## config.mk

```make
export PLATFORM = sky130hd
export DESIGN_NAME = long_press_tracker
export DESIGN_NICKNAME = d
export VERILOG_FILES = /design/src/rtl/lpt_pkg.sv /design/src/rtl/long_press_tracker.sv /design/src/rtl/lpt_cell.sv /design/src/rtl/lpt_ctrl.sv
export SDC_FILE = /design/constraint.sdc
export NUM_CORES = 2
export LEC_CHECK = 0
export ABC_AREA = 1
export BUFFER_PORTS_ARGS = -buffer_cell sky130_fd_sc_hd__buf_2
export CAP_MARGIN = 40
export CORE_MARGIN = 2
export CORE_UTILIZATION = 31
export CTS_BUF_LIST = sky130_fd_sc_hd__clkbuf_4
export DETAILED_ROUTE_END_ITERATION = 8
export GPL_TIMING_DRIVEN = 1
export HOLD_SLACK_MARGIN = 0.05
export PLACE_DENSITY = 0.56
export RECOVER_POWER = 50
export SYNTH_ARGS = -nofsm -noshare
export SYNTH_HDL_FRONTEND = slang
export SYNTH_SLANG_ARGS = --single-unit
```

## constraint.sdc

```tcl
create_clock -name clk_i -period 11.5 [get_ports clk_i]
set_input_delay 2.3 -clock clk_i [delete_from_list [all_inputs] [get_ports clk_i]]
set_output_delay 2.3 -clock clk_i [all_outputs]
set_load 0.05 [all_outputs]
```

## src/rtl/lpt_pkg.sv

```systemverilog
// ----------------------------------------------------------------------------
// lpt_pkg
// Shared types and constants of the long press tracker.
// ----------------------------------------------------------------------------
package lpt_pkg;

  localparam int unsigned SLOTS_DEF = 8;
  localparam int unsigned FramesW   = 24;
  localparam logic [FramesW-1:0] FRAMES_RESET = 24'd44100;

  typedef struct packed {
    logic               cmd;
    logic        [15:0] press_id;
    logic               is_release;
    logic               has_sustain;
    logic               long_pressable;
    logic        [15:0] symbol_id;
    logic signed [31:0] press_value;
    logic        [15:0] frame_count;
  } in_t;

  typedef struct packed {
    logic        [15:0] fired_id;
    logic        [15:0] fired_symbol;
    logic signed [31:0] fired_value;
    logic               last;
  } out_t;

  typedef struct packed {
    logic        [15:0]        id;
    logic        [15:0]        symbol;
    logic signed [31:0]        value;
    logic        [FramesW-1:0] frames;
  } slot_dat_t;

  typedef struct packed {
    logic      used;
    logic      fire;
    slot_dat_t dat;
  } slot_t;

  typedef enum logic [2:0] {
    OP_HOLD,
    OP_INSERT,
    OP_EVENT,
    OP_TICK,
    OP_ROTATE,
    OP_COMPACT
  } cell_op_e;

  typedef struct packed {
    cell_op_e            op;
    logic [15:0]         id;
    logic [15:0]         symbol;
    logic                is_release;
    logic [15:0]         add;
    logic [FramesW-1:0]  thr;
  } cell_ctl_t;

  typedef struct packed {
    logic any_match;
    logic full;
    logic any_fire;
    logic fire_head;
    logic fire_rest;
    logic compact;
    logic out_free;
  } stat_t;

  typedef struct packed {
    cell_op_e op;
    logic     emit;
    logic     last;
  } ctrl_t;

endpackage

```

## src/rtl/long_press_tracker.sv

```systemverilog
// ----------------------------------------------------------------------------
// long_press_tracker
// Tracks held triggers in an age-ordered chain of slot cells and reports
// presses that stay down until they reach the frame threshold.
// ----------------------------------------------------------------------------
//  channel  | direction | payload            | handshake
//  in       | input     | lpt_pkg::in_t      | in_valid_i / in_ready_o
//  out      | output    | lpt_pkg::out_t     | out_valid_o / out_ready_i
//  cfg      | input     | 24-bit threshold   | cfg_valid_i / cfg_ready_o
//
//  Cell 0 holds the newest press; held slots are packed at the head when idle.
//  Event: updates, removes or inserts a press; a release then compacts.
//  Tick: ages every held slot; if any fires, the ring rotates through all
//  SLOTS cells, then compacts; rotation halts while a fired head entry waits.
//  Reset empties every slot and loads the threshold with 44100.
// ----------------------------------------------------------------------------
module long_press_tracker #(
  parameter int unsigned SLOTS = lpt_pkg::SLOTS_DEF
) (
  input  logic                        clk_i,
  input  logic                        rst_ni,
  input  logic                        in_valid_i,
  output logic                        in_ready_o,
  input  lpt_pkg::in_t                in_data_i,
  output logic                        out_valid_o,
  input  logic                        out_ready_i,
  output lpt_pkg::out_t               out_data_o,
  input  logic                        cfg_valid_i,
  output logic                        cfg_ready_o,
  input  logic [lpt_pkg::FramesW-1:0] cfg_data_i
);

  logic [lpt_pkg::FramesW-1:0] thr_q;
  lpt_pkg::in_t                item_q;
  logic                        out_valid_q;
  lpt_pkg::out_t               out_data_q;

  lpt_pkg::cell_ctl_t cell_ctl;
  lpt_pkg::stat_t     stat;
  lpt_pkg::ctrl_t     ctl;
  lpt_pkg::slot_t     new_ent;
  lpt_pkg::slot_t     tail_in;
  lpt_pkg::slot_t     pass [SLOTS];
  logic [SLOTS-1:0]   used, fire, match;
  logic [SLOTS:0]     hole;

  assign cfg_ready_o = 1'b1;

  lpt_ctrl #(.SLOTS(SLOTS)) u_ctrl (
    .clk_i      (clk_i),
    .rst_ni     (rst_ni),
    .in_valid_i (in_valid_i),
    .item_i     (item_q),
    .stat_i     (stat),
    .in_ready_o (in_ready_o),
    .ctl_o      (ctl)
  );

  always_comb begin
    cell_ctl.op         = ctl.op;
    cell_ctl.id         = item_q.press_id;
    cell_ctl.symbol     = item_q.symbol_id;
    cell_ctl.is_release = item_q.is_release;
    cell_ctl.add        = item_q.frame_count;
    cell_ctl.thr        = thr_q;

    new_ent.used        = 1'b1;
    new_ent.fire        = 1'b0;
    new_ent.dat.id      = item_q.press_id;
    new_ent.dat.symbol  = item_q.symbol_id;
    new_ent.dat.value   = item_q.press_value;
    new_ent.dat.frames  = '0;

    // the ring closes only while rotating; a fired entry re-enters empty
    if (ctl.op == lpt_pkg::OP_ROTATE) begin
      tail_in      = pass[0];
      tail_in.used = pass[0].used && !pass[0].fire;
      tail_in.fire = 1'b0;
    end else begin
      tail_in = '0;
    end
  end

  assign hole[0] = 1'b0;

  for (genvar k = 0; k < SLOTS; k++) begin : g_cell
    lpt_pkg::slot_t prev_in, next_in;
    if (k == 0) begin : g_head
      assign prev_in = new_ent;
    end else begin : g_mid
      assign prev_in = pass[k-1];
    end
    if (k == SLOTS - 1) begin : g_tail
      assign next_in = tail_in;
    end else begin : g_body
      assign next_in = pass[k+1];
    end
    lpt_cell u_cell (
      .clk_i   (clk_i),
      .rst_ni  (rst_ni),
      .ctl_i   (cell_ctl),
      .prev_i  (prev_in),
      .next_i  (next_in),
      .hole_i  (hole[k]),
      .pass_o  (pass[k]),
      .used_o  (used[k]),
      .fire_o  (fire[k]),
      .match_o (match[k]),
      .hole_o  (hole[k+1])
    );
  end

  always_comb begin
    stat.any_match = |match;
    stat.full      = used[SLOTS-1];
    stat.any_fire  = |fire;
    stat.fire_head = fire[0];
    stat.fire_rest = |(fire >> 1);
    stat.out_free  = !out_valid_q || out_ready_i;
    stat.compact   = 1'b1;
    for (int k = 0; k < SLOTS - 1; k++) begin
      if (!used[k] && used[k+1]) begin
        stat.compact = 1'b0;
      end
    end
  end

  always_ff @(posedge clk_i or negedge rst_ni) begin
    if (!rst_ni) begin
      thr_q       <= lpt_pkg::FRAMES_RESET;
      out_valid_q <= 1'b0;
    end else begin
      if (cfg_valid_i) begin
        thr_q <= cfg_data_i;
      end
      if (ctl.emit) begin
        out_valid_q <= 1'b1;
      end else if (out_ready_i) begin
        out_valid_q <= 1'b0;
      end
    end
  end

  always_ff @(posedge clk_i) begin
    if (in_valid_i && in_ready_o) begin
      item_q <= in_data_i;
    end
    if (ctl.emit) begin
      out_data_q.fired_id     <= pass[0].dat.id;
      out_data_q.fired_symbol <= pass[0].dat.symbol;
      out_data_q.fired_value  <= pass[0].dat.value;
      out_data_q.last         <= ctl.last;
    end
  end

  assign out_valid_o = out_valid_q;
  assign out_data_o  = out_data_q;

  a_idle_compact: assert property (@(posedge clk_i) disable iff (!rst_ni)
    in_ready_o |-> stat.compact)
    else $error("slot chain not packed while idle");

  a_idle_no_fire: assert property (@(posedge clk_i) disable iff (!rst_ni)
    in_ready_o |-> !stat.any_fire)
    else $error("pending detection while idle");

  a_emit_free: assert property (@(posedge clk_i) disable iff (!rst_ni)
    ctl.emit |-> (stat.out_free && !in_ready_o))
    else $error("detection issued over a waiting result");

endmodule

```

## src/rtl/lpt_cell.sv

```systemverilog
// ----------------------------------------------------------------------------
// lpt_cell
// One slot of the tracker chain; shifts, updates and tests its own entry.
// ----------------------------------------------------------------------------
module lpt_cell (
  input  logic               clk_i,
  input  logic               rst_ni,
  input  lpt_pkg::cell_ctl_t ctl_i,
  input  lpt_pkg::slot_t     prev_i,
  input  lpt_pkg::slot_t     next_i,
  input  logic               hole_i,
  output lpt_pkg::slot_t     pass_o,
  output logic               used_o,
  output logic               fire_o,
  output logic               match_o,
  output logic               hole_o
);

  logic               used_q, used_d;
  logic               fire_q, fire_d;
  lpt_pkg::slot_dat_t dat_q, dat_d;
  logic [lpt_pkg::FramesW:0] sum;

  assign sum     = {1'b0, dat_q.frames} + (lpt_pkg::FramesW+1)'(ctl_i.add);
  assign match_o = used_q && (dat_q.id == ctl_i.id);
  assign hole_o  = hole_i || !used_q;
  assign used_o  = used_q;
  assign fire_o  = fire_q;

  always_comb begin
    pass_o.used = used_q;
    pass_o.fire = fire_q;
    pass_o.dat  = dat_q;
  end

  always_comb begin
    used_d = used_q;
    fire_d = fire_q;
    dat_d  = dat_q;
    case (ctl_i.op)
      lpt_pkg::OP_INSERT: begin
        used_d = prev_i.used;
        fire_d = prev_i.fire;
        dat_d  = prev_i.dat;
      end
      lpt_pkg::OP_EVENT: begin
        if (match_o) begin
          if (ctl_i.is_release) begin
            used_d = 1'b0;
          end else begin
            dat_d.frames = '0;
            dat_d.symbol = ctl_i.symbol;
          end
        end
      end
      lpt_pkg::OP_TICK: begin
        if (used_q) begin
          if (sum >= {1'b0, ctl_i.thr}) begin
            fire_d = 1'b1;
          end else begin
            dat_d.frames = sum[lpt_pkg::FramesW-1:0];
          end
        end
      end
      lpt_pkg::OP_ROTATE: begin
        used_d = next_i.used;
        fire_d = next_i.fire;
        dat_d  = next_i.dat;
      end
      lpt_pkg::OP_COMPACT: begin
        if (hole_o) begin
          used_d = next_i.used;
          fire_d = next_i.fire;
          dat_d  = next_i.dat;
        end
      end
      default: begin
      end
    endcase
  end

  always_ff @(posedge clk_i or negedge rst_ni) begin
    if (!rst_ni) begin
      used_q <= 1'b0;
      fire_q <= 1'b0;
    end else begin
      used_q <= used_d;
      fire_q <= fire_d;
    end
  end

  always_ff @(posedge clk_i) begin
    dat_q <= dat_d;
  end

endmodule

```

## src/rtl/lpt_ctrl.sv

```systemverilog
// ----------------------------------------------------------------------------
// lpt_ctrl
// Sequencer: decodes a transfer into chain operations and paces emission.
// ----------------------------------------------------------------------------
module lpt_ctrl #(
  parameter int unsigned SLOTS = lpt_pkg::SLOTS_DEF
) (
  input  logic             clk_i,
  input  logic             rst_ni,
  input  logic             in_valid_i,
  input  lpt_pkg::in_t     item_i,
  input  lpt_pkg::stat_t   stat_i,
  output logic             in_ready_o,
  output lpt_pkg::ctrl_t   ctl_o
);

  localparam int unsigned CntW = (SLOTS > 1) ? $clog2(SLOTS) : 1;

  typedef enum logic [2:0] {
    ST_IDLE,
    ST_DECIDE,
    ST_CHECK,
    ST_ROTATE,
    ST_COMPACT
  } state_e;

  state_e          state_q, state_d;
  logic [CntW-1:0] rot_q, rot_d;
  logic            counted;

  assign counted    = item_i.long_pressable && item_i.has_sustain &&
                      (item_i.press_id != 16'd0);
  assign in_ready_o = (state_q == ST_IDLE);

  always_comb begin
    state_d   = state_q;
    rot_d     = rot_q;
    ctl_o.op   = lpt_pkg::OP_HOLD;
    ctl_o.emit = 1'b0;
    ctl_o.last = 1'b0;
    case (state_q)
      ST_IDLE: begin
        if (in_valid_i) begin
          state_d = ST_DECIDE;
        end
      end
      ST_DECIDE: begin
        state_d = ST_IDLE;
        if (item_i.cmd) begin
          ctl_o.op = lpt_pkg::OP_TICK;
          state_d  = ST_CHECK;
        end else if (counted) begin
          if (stat_i.any_match) begin
            ctl_o.op = lpt_pkg::OP_EVENT;
            if (item_i.is_release) begin
              state_d = ST_COMPACT;
            end
          end else if (!item_i.is_release && !stat_i.full) begin
            ctl_o.op = lpt_pkg::OP_INSERT;
          end
        end
      end
      ST_CHECK: begin
        rot_d = '0;
        if (stat_i.any_fire) begin
          state_d = ST_ROTATE;
        end else begin
          state_d = ST_IDLE;
        end
      end
      ST_ROTATE: begin
        if (!stat_i.fire_head || stat_i.out_free) begin
          ctl_o.op   = lpt_pkg::OP_ROTATE;
          ctl_o.emit = stat_i.fire_head;
          ctl_o.last = !stat_i.fire_rest;
          rot_d      = rot_q + CntW'(1);
          if (rot_q == CntW'(SLOTS - 1)) begin
            state_d = ST_COMPACT;
          end
        end
      end
      ST_COMPACT: begin
        if (stat_i.compact) begin
          state_d = ST_IDLE;
        end else begin
          ctl_o.op = lpt_pkg::OP_COMPACT;
        end
      end
      default: begin
        state_d = ST_IDLE;
      end
    endcase
  end

  always_ff @(posedge clk_i or negedge rst_ni) begin
    if (!rst_ni) begin
      state_q <= ST_IDLE;
      rot_q   <= '0;
    end else begin
      state_q <= state_d;
      rot_q   <= rot_d;
    end
  end

endmodule
```

==> Implementation_results.wiki <==
{| class="wikitable"
! Metric !! Value
|-
| Post-route non-filler standard cell count || a little over 9000
|-
| Layout-stage area growth over the synthesis result || 12.5%
|-
| Vias in the first global route || approximately 46000
|-
| Slew at the pin with the worst max-slew slack || ~4900 ps
|-
| Unrepaired setup endpoints after global routing || false
|-
| Slack of the worst reg-to-reg path || ~3600 ps
|-
| Final-report max-slew violation count || between 900 and 1000
|-
| Number of violations of the max-capacitance limit || 17
|-
| Worst skew pair latency || approximately 1300 ps
|-
| Fraction of layout cells with a size suffix above 1 || under 10%
|-
| Wire length of the first global-routing pass || 284000 um
|-
| Final hold violation count || 0
|-
| Initial DRC count || ~4700
|-
| Number of buffers inserted to repair setup after CTS || 0
|-
| Warnings from Yosys || 0
|-
| Fraction of registers with async set or reset after synthesis || between 5 and 6%
|-
| Die Y-Extent || approximately 420 um
|-
| Count of hold-fix buffers inserted at cts || 0
|-
| Clock root buffer || sky130_fd_sc_hd__clkbuf_4
|-
| Leading area contributor after synthesis || sky130_fd_sc_hd__edfxtp_1
|-
| Post-Synthesis Cells || between 6000 and 7000
|-
| Critical path required time || between 10000 and 15000 ps
|-
| Num Clock Sinks || 900
|-
| Worst flop-to-flop path endpoint || g_cell[4].u_cell.pass_o[78]
|-
| Cell count after placement || ~8700
|-
| Post-route worst hold slack || 456 ps
|-
| Area share of the largest cell type after synthesis || approximately 47%
|-
| CTS tree || built
|-
| H-tree depth || 5
|-
| Num ports || approximately 180
|-
| Setup TNS || 0 ps
|-
| Path category of the worst min-delay check || reg2reg
|-
| Iteration count of the initial detailed-routing pass || 6
|-
| Number of vias after detailed routing || around 47000
|-
| Shortest period the worst path allows || between 8000 and 9000 ps
|-
| Total of fill cells in the finished design || roughly 18000
|-
| Worst reg2reg path depth || 9
|-
| Critical Path AT || between 9000 and 10000 ps
|-
| Avg Inst Size Synth || approximately 8.6 um^2
|-
| Largest clock skew in the final design || 147 ps
|-
| Core footprint || 174000 um^2
|-
| DR vias/cell || ~5.1
|-
| Gr usage total || roughly a fifth
|-
| Run status || finished with violations
|-
| Start point of the critical path || out_ready_i
|-
| Crit end category || flip-flop
|-
| Number of setup violations in the final report || 0
|-
| Part of the cycle the worst path needs || around three quarters
|-
| Initial core utilization || between 30% and 40%
|-
| Startpoint of the lowest-slack hold path || g_cell[0].u_cell.pass_o[67]
|-
| Crit Path Category || in2reg
|-
| Number of different library cells in the post-synthesis netlist || just over 60
|-
| Clock Path Buffers || 4
|-
| Origin of the critical flop-to-flop path || u_ctrl.state_q[2]
|-
| Prevailing post-synth register cell || sky130_fd_sc_hd__edfxtp_1
|-
| Number of storage elements in the synthesis netlist || 900
|-
| Top achievable clock speed || between 0.1 and 0.15 GHz
|-
| WL final || between 150000 and 200000 um
|-
| Number of nets in the layout || between 7000 and 8000
|-
| Detailed placer's ending HPWL || about 140000 um
|-
| Pin count of the biggest net entering global routing || 261
|-
| Capture point of the worst path || g_cell[4].u_cell.pass_o[78]
|-
| Antenna violations before repair || 5
|-
| Rel. slew slack || -224%
|-
| Number of port buffers || about 180
|-
| Total standard cell area after synthesis || around 54000 um^2
|-
| Critical path peak fanout || 260
|-
| Routability-driven placement congestion ratio || 1.01
|-
| Proportion of synthesized chip area in sequential cells || 49.5%
|-
| DIE AREA || ~180000 um^2
|-
| Number of gates resized after CTS || 0
|-
| Die extent in x || between 400 and 500 um
|-
| Routed wire length per instance || 21.0 um
|-
| Number of routed nets with antenna violations || 0
|-
| Clock-pin slew reported for the worst setup and hold paths after clock tree synthesis || 60 ps
|-
| Violated checks || capacitance limit, slew limit
|-
| Net Count, Synth || between 6000 and 7000
|-
| Total clock buffers created by CTS || between 200 and 300
|-
| DRC Markers || 0
|-
| Standard-cell row count || between 150 and 200
|-
| Number of enable flip-flop cells after synthesis || 853
|-
| Area contributors post-synth || sky130_fd_sc_hd__edfxtp_1, sky130_fd_sc_hd__nand2_1, sky130_fd_sc_hd__ha_1
|-
| Overflow after GRT || 0
|-
| CP Launch Type || input port
|}
[cells by family (layout without fill, tap and decap cells)]
| family | Yosys count | after routing | synth area share [%] |
|---|---|---|---|
| compound gates | 1070 | 1070 | 11.5 |
| fa+ha+maj | 330 | 330 | 7.73 |
| simple gates | 2883 | 2883 | 21.5 |
| mux | 1 | 1 | 0.0208 |
| xor+xnor | 160 | 160 | 2.59 |
| buf+inv | 981 | 1471 | 7.20 |
| other cells | 1 | 8 | 0.00692 |
| flops | 900 | 900 | 49.5 |
[layout by cell type (no fill, tap or decap), types with 58 or more instances in the layout]
cell and n:
sky130_fd_sc_hd__xor2_1 110, sky130_fd_sc_hd__o211ai_1 91, sky130_fd_sc_hd__clkbuf_4 407, sky130_fd_sc_hd__inv_1 739, sky130_fd_sc_hd__o221ai_1 80, sky130_fd_sc_hd__nor3_1 58, sky130_fd_sc_hd__nand3_1 217, sky130_fd_sc_hd__buf_2 104
sky130_fd_sc_hd__ha_1 322, sky130_fd_sc_hd__nor2_1 305, sky130_fd_sc_hd__o21ai_0 457, sky130_fd_sc_hd__a21oi_1 242, sky130_fd_sc_hd__nand4_1 80, sky130_fd_sc_hd__edfxtp_1 853, sky130_fd_sc_hd__clkbuf_1 94, sky130_fd_sc_hd__nand2_1 2111
[critical path: stages]
cell and delay, ps:
sky130_fd_sc_hd__clkbuf_1 180, sky130_fd_sc_hd__nor2_1 90, sky130_fd_sc_hd__inv_1 90, sky130_fd_sc_hd__nor2_1 50, sky130_fd_sc_hd__inv_1 70, sky130_fd_sc_hd__nand2_1 610
sky130_fd_sc_hd__nand2_4 960, sky130_fd_sc_hd__clkbuf_2 3290, sky130_fd_sc_hd__buf_4 880, sky130_fd_sc_hd__buf_12 310, sky130_fd_sc_hd__o21ai_0 140
[metrics by stage]
stage | utilization (%) | instance area, um^2 | setup WS, ps
CTS | 35.2 | 61200 | 5360
floorplan | - | 54200 | 4460
global placement | 33.1 | 57500 | 4080
global route | 35.1 | 61000 | 2620
detailed placement | 33.3 | 57900 | 4020
finish | 35.1 | 61000 | 3060
[layer usage]
| layer | global-route usage [%] | vias up | routed length [um] |
|---|---|---|---|
| li1 | - | 22200 | - |
| met1 | 27.7 | 22400 | 81700 |
| met2 | 34.2 | 1952 | 88700 |
| met3 | 3.35 | 403 | 14000 |
| met4 | 8.93 | 2 | 8090 |
| met5 | 0 | - | 12 |
[sequential cells by signal, summed over array words and instances, names as in the netlist]
name / flops
cell_ctl: 49
g_cell.prev_in: 32
g_cell.u_cell.fire_o: 8
g_cell.u_cell.pass_o: 704
g_cell.u_cell.used_o: 8
item_q: 3
out_data_o: 65
out_valid_o: 1
thr_q: 24
u_ctrl.rot_q: 3
u_ctrl.state_q: 3
[cell usage after synthesis, types with 81 or more instances]
cell type                  instances
sky130_fd_sc_hd__a21oi_1         244
sky130_fd_sc_hd__buf_2            81
sky130_fd_sc_hd__clkbuf_1        109
sky130_fd_sc_hd__edfxtp_1        853
sky130_fd_sc_hd__ha_1            322
sky130_fd_sc_hd__inv_1           742
sky130_fd_sc_hd__nand2_1        2112
sky130_fd_sc_hd__nand3_1         216
sky130_fd_sc_hd__nor2_1          319
sky130_fd_sc_hd__o211ai_1         91
sky130_fd_sc_hd__o21ai_0         457
sky130_fd_sc_hd__xor2_1          110
[worst min-delay path by stage]
stage / endpoint / slack, ps / cells past startpoint
floorplan: out_data_o[10] / 430 / 0
global placement: out_data_o[38] / 440 / 0
detailed placement: out_data_o[3] / 440 / 0
CTS: out_data_o[3] / 460 / 0
global route: out_data_o[40] / 470 / 0
finish: out_data_o[44] / 460 / 0
[area by class of cell]
cell class / instances / area (um^2) / area share, %
flip-flops and latches: 900 / 26800 / 44.0
multi-input cells: 4445 / 23600 / 38.7
clock buffers: 407 / 3060 / 5.01
well taps: 2325 / 2910 / 4.77
inverters: 759 / 2860 / 4.69
repair buffers: 254 / 1490 / 2.44
clock inverters: 51 / 253 / 0.415
diodes: 7 / 17.5 / 0.0287
Power is not shown: default switching activity piles up to over one toggle a cycle in this logic, so the estimate is an artifact.
